==> src/hw/rtl/mcol_pkg.sv <==
// ----------------------------------------------------------------------------
// Min-cost open list package
// Shared widths, operation codes, table entry type and the command and status
// groups between the controller and the datapath.
// ----------------------------------------------------------------------------
package mcol_pkg;

	localparam int ID_W      = 16;
	localparam int COST_W    = 32;
	localparam int DEPTH_DEF = 16;

	// Costs equal to this value are never picked by extract-min.
	localparam logic [COST_W-1:0] COST_MAX = '1;

	// Operation codes as they arrive on the input tuser.
	typedef enum logic [1:0] {
		OP_INSERT   = 2'd0,
		OP_REMOVE   = 2'd1,
		OP_EXTRACT  = 2'd2,
		OP_CONTAINS = 2'd3
	} op_t;

	// What a table scan does with each entry it reads.
	typedef enum logic [1:0] {
		SCAN_MATCH,
		SCAN_MIN,
		SCAN_PURGE
	} scan_mode_t;

	typedef struct packed {
		logic [ID_W-1:0]   id;
		logic [COST_W-1:0] cost;
	} entry_t;

	// Commands from the controller to the datapath.
	typedef struct packed {
		logic       load;          // capture the accepted beat
		logic       insert;        // append the captured entry
		logic       scan_start;    // start a pass over the table
		scan_mode_t scan_mode;
		logic       key_from_best; // purge key is the extracted id
		logic       result_load;   // move the result into the output register
	} ctrl_cmd_t;

	// Status from the datapath to the controller.
	typedef struct packed {
		op_t  op;
		logic scan_done;
		logic have_min;
		logic out_free;
	} dp_status_t;

endpackage

==> src/hw/rtl/mcol_ctrl.sv <==
// ----------------------------------------------------------------------------
// Min-cost open list controller
// Sequences one operation at a time: decode, up to two table scans, reply.
// ----------------------------------------------------------------------------
module mcol_ctrl
	import mcol_pkg::*;
(
	input  logic       clk,
	input  logic       arst_n,
	input  logic       in_valid,
	output logic       in_ready,
	input  dp_status_t status,
	output ctrl_cmd_t  cmd
);

	typedef enum logic [2:0] {
		S_IDLE,
		S_DECODE,
		S_SCAN_MIN,
		S_SCAN,
		S_REPLY
	} state_t;

	state_t state_q;
	state_t state_d;

	assign in_ready = (state_q == S_IDLE);

	// Next state and commands for the datapath.
	always_comb begin
		state_d = state_q;
		cmd     = '0;
		unique case (state_q)
			S_IDLE: begin
				if (in_valid) begin
					cmd.load = 1'b1;
					state_d  = S_DECODE;
				end
			end
			S_DECODE: begin
				unique case (status.op)
					OP_INSERT: begin
						cmd.insert = 1'b1;
						state_d    = S_REPLY;
					end
					OP_REMOVE: begin
						cmd.scan_start = 1'b1;
						cmd.scan_mode  = SCAN_PURGE;
						state_d        = S_SCAN;
					end
					OP_EXTRACT: begin
						cmd.scan_start = 1'b1;
						cmd.scan_mode  = SCAN_MIN;
						state_d        = S_SCAN_MIN;
					end
					OP_CONTAINS: begin
						cmd.scan_start = 1'b1;
						cmd.scan_mode  = SCAN_MATCH;
						state_d        = S_SCAN;
					end
					default: state_d = S_REPLY;
				endcase
			end
			S_SCAN_MIN: begin
				// After the minimum is known, purge every copy of its id.
				if (status.scan_done) begin
					if (status.have_min) begin
						cmd.scan_start    = 1'b1;
						cmd.scan_mode     = SCAN_PURGE;
						cmd.key_from_best = 1'b1;
						state_d           = S_SCAN;
					end else begin
						state_d = S_REPLY;
					end
				end
			end
			S_SCAN: begin
				if (status.scan_done) begin
					state_d = S_REPLY;
				end
			end
			S_REPLY: begin
				if (status.out_free) begin
					cmd.result_load = 1'b1;
					state_d         = S_IDLE;
				end
			end
			default: state_d = S_IDLE;
		endcase
	end

	// State register.
	always_ff @(posedge clk or negedge arst_n) begin
		if (!arst_n) begin
			state_q <= S_IDLE;
		end else begin
			state_q <= state_d;
		end
	end

endmodule

==> src/hw/rtl/mcol_dp.sv <==
// ----------------------------------------------------------------------------
// Min-cost open list datapath
// Entry memory, entry count, scan engine with in-place compaction, and the
// output register.
// ----------------------------------------------------------------------------
module mcol_dp
	import mcol_pkg::*;
#(
	parameter int DEPTH = DEPTH_DEF
) (
	input  logic              clk,
	input  logic              arst_n,
	input  ctrl_cmd_t         cmd,
	output dp_status_t        status,
	input  logic [1:0]        in_op,
	input  logic [ID_W-1:0]   in_id,
	input  logic [COST_W-1:0] in_cost,
	output logic              out_valid,
	input  logic              out_ready,
	output logic              out_found,
	output logic [ID_W-1:0]   out_id,
	output logic [COST_W-1:0] out_cost,
	output logic              out_is_empty,
	output logic              out_overflow
);

	localparam int AW = $clog2(DEPTH);
	localparam int CW = $clog2(DEPTH + 1);

	// Entry memory: one write port, one registered read port.
	entry_t mem_q [DEPTH];
	entry_t rdata_s1;

	// Captured operation.
	op_t               op_q;
	logic [ID_W-1:0]   key_q;
	logic [COST_W-1:0] cost_q;

	// Table occupancy and scan pointers.
	logic [CW-1:0] count_q;
	logic [CW-1:0] rd_q;
	logic [CW-1:0] wr_q;
	logic          active_q;
	logic          pend_s1;
	scan_mode_t    mode_q;

	// Operation results.
	logic              hit_q;
	logic              have_q;
	logic [ID_W-1:0]   best_id_q;
	logic [COST_W-1:0] best_cost_q;
	logic              ovf_q;
	logic              out_valid_q;

	logic          full;
	logic          issue;
	logic          done;
	logic          keep;
	logic          wr_en;
	logic [AW-1:0] wr_addr;
	entry_t        wr_data;

	assign full  = (count_q == CW'(DEPTH));
	assign issue = active_q && (rd_q != count_q);
	assign done  = active_q && !issue && !pend_s1;
	assign keep  = pend_s1 && (mode_q == SCAN_PURGE) && (rdata_s1.id != key_q);

	// Write port: append on insert, otherwise compaction writes.
	always_comb begin
		if (cmd.insert) begin
			wr_en        = !full;
			wr_addr      = count_q[AW-1:0];
			wr_data.id   = key_q;
			wr_data.cost = cost_q;
		end else begin
			wr_en   = active_q && keep;
			wr_addr = wr_q[AW-1:0];
			wr_data = rdata_s1;
		end
	end

	always_ff @(posedge clk) begin
		if (wr_en) begin
			mem_q[wr_addr] <= wr_data;
		end
		rdata_s1 <= mem_q[rd_q[AW-1:0]];
	end

	// Captured beat and purge key.
	always_ff @(posedge clk) begin
		if (cmd.load) begin
			key_q  <= in_id;
			cost_q <= in_cost;
		end else if (cmd.scan_start && cmd.key_from_best) begin
			key_q <= best_id_q;
		end
	end

	// Count, scan engine and per-operation flags.
	always_ff @(posedge clk or negedge arst_n) begin
		if (!arst_n) begin
			op_q        <= OP_INSERT;
			count_q     <= '0;
			rd_q        <= '0;
			wr_q        <= '0;
			active_q    <= 1'b0;
			pend_s1     <= 1'b0;
			mode_q      <= SCAN_MATCH;
			hit_q       <= 1'b0;
			have_q      <= 1'b0;
			best_id_q   <= '0;
			best_cost_q <= COST_MAX;
			ovf_q       <= 1'b0;
		end else begin
			if (cmd.load) begin
				op_q        <= op_t'(in_op);
				hit_q       <= 1'b0;
				have_q      <= 1'b0;
				best_id_q   <= '0;
				best_cost_q <= COST_MAX;
				ovf_q       <= 1'b0;
			end
			if (cmd.insert) begin
				ovf_q <= full;
				if (!full) begin
					count_q <= count_q + CW'(1);
				end
			end
			if (cmd.scan_start) begin
				active_q <= 1'b1;
				rd_q     <= '0;
				wr_q     <= '0;
				pend_s1  <= 1'b0;
				mode_q   <= cmd.scan_mode;
			end else if (active_q) begin
				if (issue) begin
					rd_q <= rd_q + CW'(1);
				end
				pend_s1 <= issue;
				if (keep) begin
					wr_q <= wr_q + CW'(1);
				end
				// Look at the entry read in the previous cycle.
				if (pend_s1 && (mode_q == SCAN_MATCH) && (rdata_s1.id == key_q)) begin
					hit_q <= 1'b1;
				end
				if (pend_s1 && (mode_q == SCAN_MIN) && (rdata_s1.cost < best_cost_q)) begin
					best_cost_q <= rdata_s1.cost;
					best_id_q   <= rdata_s1.id;
					have_q      <= 1'b1;
				end
				if (done) begin
					active_q <= 1'b0;
					if (mode_q == SCAN_PURGE) begin
						count_q <= wr_q;
					end
				end
			end
		end
	end

	// Output register, free again once its beat is taken.
	always_ff @(posedge clk or negedge arst_n) begin
		if (!arst_n) begin
			out_valid_q <= 1'b0;
		end else if (cmd.result_load) begin
			out_valid_q <= 1'b1;
		end else if (out_ready) begin
			out_valid_q <= 1'b0;
		end
	end

	always_ff @(posedge clk) begin
		if (cmd.result_load) begin
			out_found    <= (op_q == OP_CONTAINS) ? hit_q : ((op_q == OP_EXTRACT) && have_q);
			out_id       <= ((op_q == OP_EXTRACT) && have_q) ? best_id_q : '0;
			out_cost     <= ((op_q == OP_EXTRACT) && have_q) ? best_cost_q : '0;
			out_is_empty <= (count_q == '0);
			out_overflow <= ovf_q;
		end
	end

	assign out_valid = out_valid_q;

	assign status.op        = op_q;
	assign status.scan_done = done;
	assign status.have_min  = have_q;
	assign status.out_free  = !out_valid_q || out_ready;

endmodule

==> src/hw/rtl/min_cost_open_list_top.sv <==
// ----------------------------------------------------------------------------
// Min-cost open list
// Open list for a path search: insert, remove by id, extract the lowest cost
// entry and membership query over an ordered table with a linear scan.
//
// Input channel s_*: one beat is one operation. s_tuser carries the
// operation code, s_tdata the node id and the 16.16 cost.
// Output channel m_*: exactly one beat per operation with found, id, cost,
// the empty flag and the overflow flag.
// Operations run one at a time. Insert appends without a scan; remove and
// contains take one scan over the table and extract up to two, one to find
// the minimum and one to purge its id. The scans read the single entry
// memory port once per cycle.
// A new beat is accepted as soon as the previous operation has put its
// result in the output register, even while that result is still waiting.
// When m_tready stays low the result is held and the controller waits with
// the next result, so no beat is lost.
// Reset empties the table at once; no clearing pass is needed.
// ----------------------------------------------------------------------------
module min_cost_open_list_top
	import mcol_pkg::*;
#(
	parameter int DEPTH = DEPTH_DEF
) (
	input  logic        clk,
	input  logic        arst_n,
	input  logic        s_tvalid,
	output logic        s_tready,
	input  logic [47:0] s_tdata,  // node_id [15:0], node_cost [47:16]
	input  logic [1:0]  s_tuser,  // op [1:0]
	output logic        m_tvalid,
	input  logic        m_tready,
	output logic [55:0] m_tdata   // found [0], out_id [16:1], out_cost [48:17],
	                              // is_empty [49], overflow [50], zero [55:51]
);

	ctrl_cmd_t   cmd;
	dp_status_t  status;
	logic              found;
	logic [ID_W-1:0]   out_id;
	logic [COST_W-1:0] out_cost;
	logic              is_empty;
	logic              overflow;

	// Controller.
	mcol_ctrl u_ctrl (
		.clk      (clk),
		.arst_n   (arst_n),
		.in_valid (s_tvalid),
		.in_ready (s_tready),
		.status   (status),
		.cmd      (cmd)
	);

	// Datapath.
	mcol_dp #(
		.DEPTH (DEPTH)
	) u_dp (
		.clk          (clk),
		.arst_n       (arst_n),
		.cmd          (cmd),
		.status       (status),
		.in_op        (s_tuser),
		.in_id        (s_tdata[15:0]),
		.in_cost      (s_tdata[47:16]),
		.out_valid    (m_tvalid),
		.out_ready    (m_tready),
		.out_found    (found),
		.out_id       (out_id),
		.out_cost     (out_cost),
		.out_is_empty (is_empty),
		.out_overflow (overflow)
	);

	// Pack the result beat.
	assign m_tdata = {5'b0, overflow, is_empty, out_cost, out_id, found};

endmodule

==> config.mk <==
export PLATFORM = sky130hd
export DESIGN_NAME = min_cost_open_list_top
export DESIGN_NICKNAME = d
export VERILOG_FILES = /design/src/hw/rtl/mcol_pkg.sv /design/src/hw/rtl/mcol_ctrl.sv /design/src/hw/rtl/mcol_dp.sv /design/src/hw/rtl/min_cost_open_list_top.sv
export SDC_FILE = /design/constraint.sdc
export NUM_CORES = 1
export LEC_CHECK = 0
export BUFFER_PORTS_ARGS = -buffer_cell sky130_fd_sc_hd__buf_2
export CORE_ASPECT_RATIO = 1.5
export CORE_MARGIN = 5
export CORE_UTILIZATION = 67
export DETAILED_ROUTE_END_ITERATION = 16
export GPL_TIMING_DRIVEN = 0
export PLACE_DENSITY = 0.85
export SYNTH_ARGS = -nofsm -noshare
export SYNTH_HDL_FRONTEND = slang
export SYNTH_SLANG_ARGS = --single-unit
==> constraint.sdc <==
create_clock -name clk -period 7.4 [get_ports clk]
set_input_delay 1.11 -clock clk [delete_from_list [all_inputs] [get_ports clk]]
set_output_delay 1.11 -clock clk [all_outputs]
set_load 0.03 [all_outputs]
==> results.toml <==
[floorplanning]
design.die.area_um2 = 62700
die-height_um = 304
core_um2 = 57000
start_util = 0.677
die_w_um = 206
core.rowCount = 107
io_pins = 112

[yosys]
share_of_the_yosys_chip_area_belonging_to_registers = 0.749
post_synth_instance_area_um2 = 38600
synth.yosys.warnings = 0
synth.ff_latch_count = 991
synth-edff-count = 867
synthFlopType = "edfxtp_1"
async_flop_share = 0.0767
post_synth_inst_count = 1953
synth_area_per_cell_um2 = 19.8
netlist-cell-type-count = 52

[critical_path]
timing.critical_path.slowest_cell_delay_ns = 0.97
timing.critical_path.arrival_ns = 4.23
setup.worst_path.end_class = "register"
delay_heaviest_family_cp = "simple AND/OR/NAND/NOR gates"
max_fo_critical_path = 23
reg2reg_slack_ns = 3.54
worstSetupStartpointType = "register"
crit_buf_inv = 2
timing.critical_path.mode_cell = "buf_12"
timing.critical_path.slowest_stage_cell = "nor4_2"
worstPathCellList = "xnor2_1 > nand4_1 > nor4_2 > o31ai_1 > o21ai_0 > nor2_4 > buf_12 > buf_12"
rr_endpoint = "u_dp.mem_q[5][7]"
reg2reg_from = "u_dp.key_q[0]"
cp.required_ns = 7.77
crit_type = "register to register"
timing.reg2reg.worst_path_depth = 8

[cells_and_area]
layout.cells.most_common_list = "edfxtp_1 (867), mux4_2 (240), nand2_1 (218), buf_2 (122), clkbuf_16 (85)"
fillCellCount = 2733
fraction_of_layout_instances_using_a_drive_strength_above_1 = 0.290
synthToLayoutAreaGrowth_pct = 13.6
layout.nets = 2281
layout.cells.most_common = "edfxtp_1"

[power]
power_report.internal_total_w = 0.0124
pwr_density_cell_nw_per_um2 = 417
p_seq_frac = 0.448
switching_power_summed_over_all_nets_w = 0.00587
p_clk_frac = 0.252
leakage_nw = 14.9
combPwrFrac = 0.299
ir_drop_uv = 270
netSwitchingFraction = 0.321

[timing]
number_of_hold_slack_violations_in_the_final_timing_report = 0
setup_slack_ns = 3.54
finClkSkew_ns = 0.0391
setup_total_negative_slack_ns = 0
slew_viol_final = 0
worst_pin_slew_ns = 1.40
setup_viol_count_final = 0
max_freq_ghz = 0.259
slew_hr = 0.0548
setup_repair_after_global_routing_missed_its_margin = "no"
final_min_period_over_clock_period = 0.522
finalWorstPathRequiredPeriod_ns = 3.86

[run_status]
status = "completed"

[placed_design]
dp_hpwl_um = 59600
globalplace.congestion = 0.838
portbufs = 106
preCtsSetupSlack_ns = 3.73

[grt]
maximum_number_of_pins_on_one_net_before_global_route_repair = 56
global_route_wire_length_before_repair_um = 148000
overflow = 0
grt_antenna_before_repair = 4
vias_in_the_first_global_route = 22300
grt.total_usage = 0.332

[detailed_routing]
ant_nets = 0
detailedRoute.firstPassIterationCount = 6
totalWireLength_um = 102000
first_drt_iteration_drcs = 3734
wire_per_inst_um = 33.8
total_drc_errors_in_the_routed_layout = 0
vias = 21400
post_drt_via_cell_ratio = 7.07

[min_path]
hp-class = "input pin to asynchronous set/reset pin"

[clocking]
cts_sinks = 991
ctsHoldBuffers = 0
cts_max_level = 3
postCtsResizedCells = 0
cts_tree = "yes"
cts.clk_slew.worst_paths_ns = 0.07
worst_skew_pair.late_latency_ns = 0.66
cts_setup_buffers = 0
max-clock-path-buffers = 3
cts-buffers-inserted = 84
clock-root-buffer = "clkbuf_16"

[run]
maxcap_viol_count = 0
[power by group through the flow]
stage               Clock (W)  Sequential [W]  Combinational, W
finish                0.00461         0.00820           0.00548
global route          0.00489         0.00822           0.00575
CTS                   0.00461         0.00819           0.00535
detailed placement          0         0.00826           0.00516
global placement            0         0.00825           0.00474
floorplan                   0         0.00817           0.00345
[kinds of logic (layout without fill, tap and decap cells)]
family                   after synthesis  after routing  share of synthesized area
multiplexers                         296            296                      0.156
adder cells (fa/ha/maj)               35             35                     0.0113
flip-flops                           991            991                      0.749
XOR/XNOR                              32             32                    0.00726
AND/OR/NAND/NOR                      366            366                     0.0435
buffers and inverters                155            459                     0.0210
other                                  1              7                  0.0000971
AO/OA/AOI/OAI                         77             77                     0.0120
[cells in the mapped netlist (all sizes together), types with 32 or more instances]
| cell type | number | area [um2] |
|---|---|---|
| and2 | 50 | 313 |
| buf | 57 | 444 |
| clkbuf | 44 | 165 |
| dfrtp | 44 | 1100 |
| dfstp | 32 | 841 |
| dfxtp | 48 | 961 |
| edfxtp | 867 | 26000 |
| ha | 35 | 438 |
| inv | 54 | 203 |
| mux2 | 38 | 428 |
| mux4 | 240 | 5410 |
| nand2 | 219 | 825 |
| nor2 | 39 | 146 |
| o21ai | 36 | 184 |
[through the flow]
step	total power, W	util	hold slack, ns	cell area (um2)	std cells
floorplan	0.0116	-	0.409	38600	1957
global placement	0.0130	0.704	0.437	40100	2826
detailed placement	0.0134	0.719	0.449	41000	2863
CTS	0.0181	0.769	0.372	43800	3018
global route	0.0189	0.770	0.399	43900	3024
finish	0.0183	0.770	0.384	43900	3026
[cell type report]
cell class,count,area (um2),share of cell area
Inverter,54,203,0.00462
Timing Repair Buffer,149,1320,0.0300
Antenna cell,2,5.00,0.000114
Clock inverter,58,659,0.0150
Tap cell,763,955,0.0217
Multi-Input combinational cell,811,9030,0.206
Buffer,101,611,0.0139
Sequential cell,991,28900,0.659
Clock buffer,97,2180,0.0497
[worst max path at each step]
stage                      start           endpoint  slack, ns  depth (start not counted)
2_1_floorplan  u_ctrl.state_q[0]  u_dp.mem_q[11][0]       3.38                          6
3_3_place_gp   u_ctrl.state_q[0]  u_dp.mem_q[12][4]       0.41                          7
3_5_place_dp       u_dp.key_q[0]  u_dp.mem_q[11][5]       3.73                          8
4_1_cts            u_dp.key_q[0]  u_dp.mem_q[11][9]       3.64                          8
5_1_grt            u_dp.key_q[0]   u_dp.mem_q[5][7]       3.48                          8
6_report           u_dp.key_q[0]   u_dp.mem_q[5][7]       3.54                          8
[worst reg2reg max path: cells and delay by family (launching register included)]
family / cells / cell delay, ns
buffers and inverters: 2 / 0.49
XOR/XNOR: 1 / 0.31
AO/OA/AOI/OAI: 2 / 0.89
AND/OR/NAND/NOR: 3 / 1.45
flip-flops: 1 / 0.43
[routing by layer]
layer | global-route usage | vias up | wire, um
met3 | 0.0624 | 432 | 12200
met4 | 0.166 | 2 | 5990
met2 | 0.547 | 2063 | 52000
met5 | 0 | - | 13
li1 | - | 8161 | -
met1 | 0.430 | 10700 | 32000
[state kept, by name, indices dropped and copies added (netlist names), 2 cells and up]
| name | count |
|---|---|
| u_dp.best_id_q | 16 |
| u_dp.count_q | 5 |
| u_dp.out_id | 16 |
| u_dp.mode_q | 2 |
| u_dp.best_cost_q | 32 |
| u_dp.rd_q | 5 |
| u_ctrl.state_q | 3 |
| u_dp.rdata_s1 | 48 |
| u_dp.key_q | 16 |
| u_dp.op_q | 2 |
| u_dp.cost_q | 32 |
| u_dp.out_cost | 32 |
| u_dp.wr_q | 5 |
| u_dp.mem_q | 768 |
Note: power is estimated with default switching activity, not from simulation.
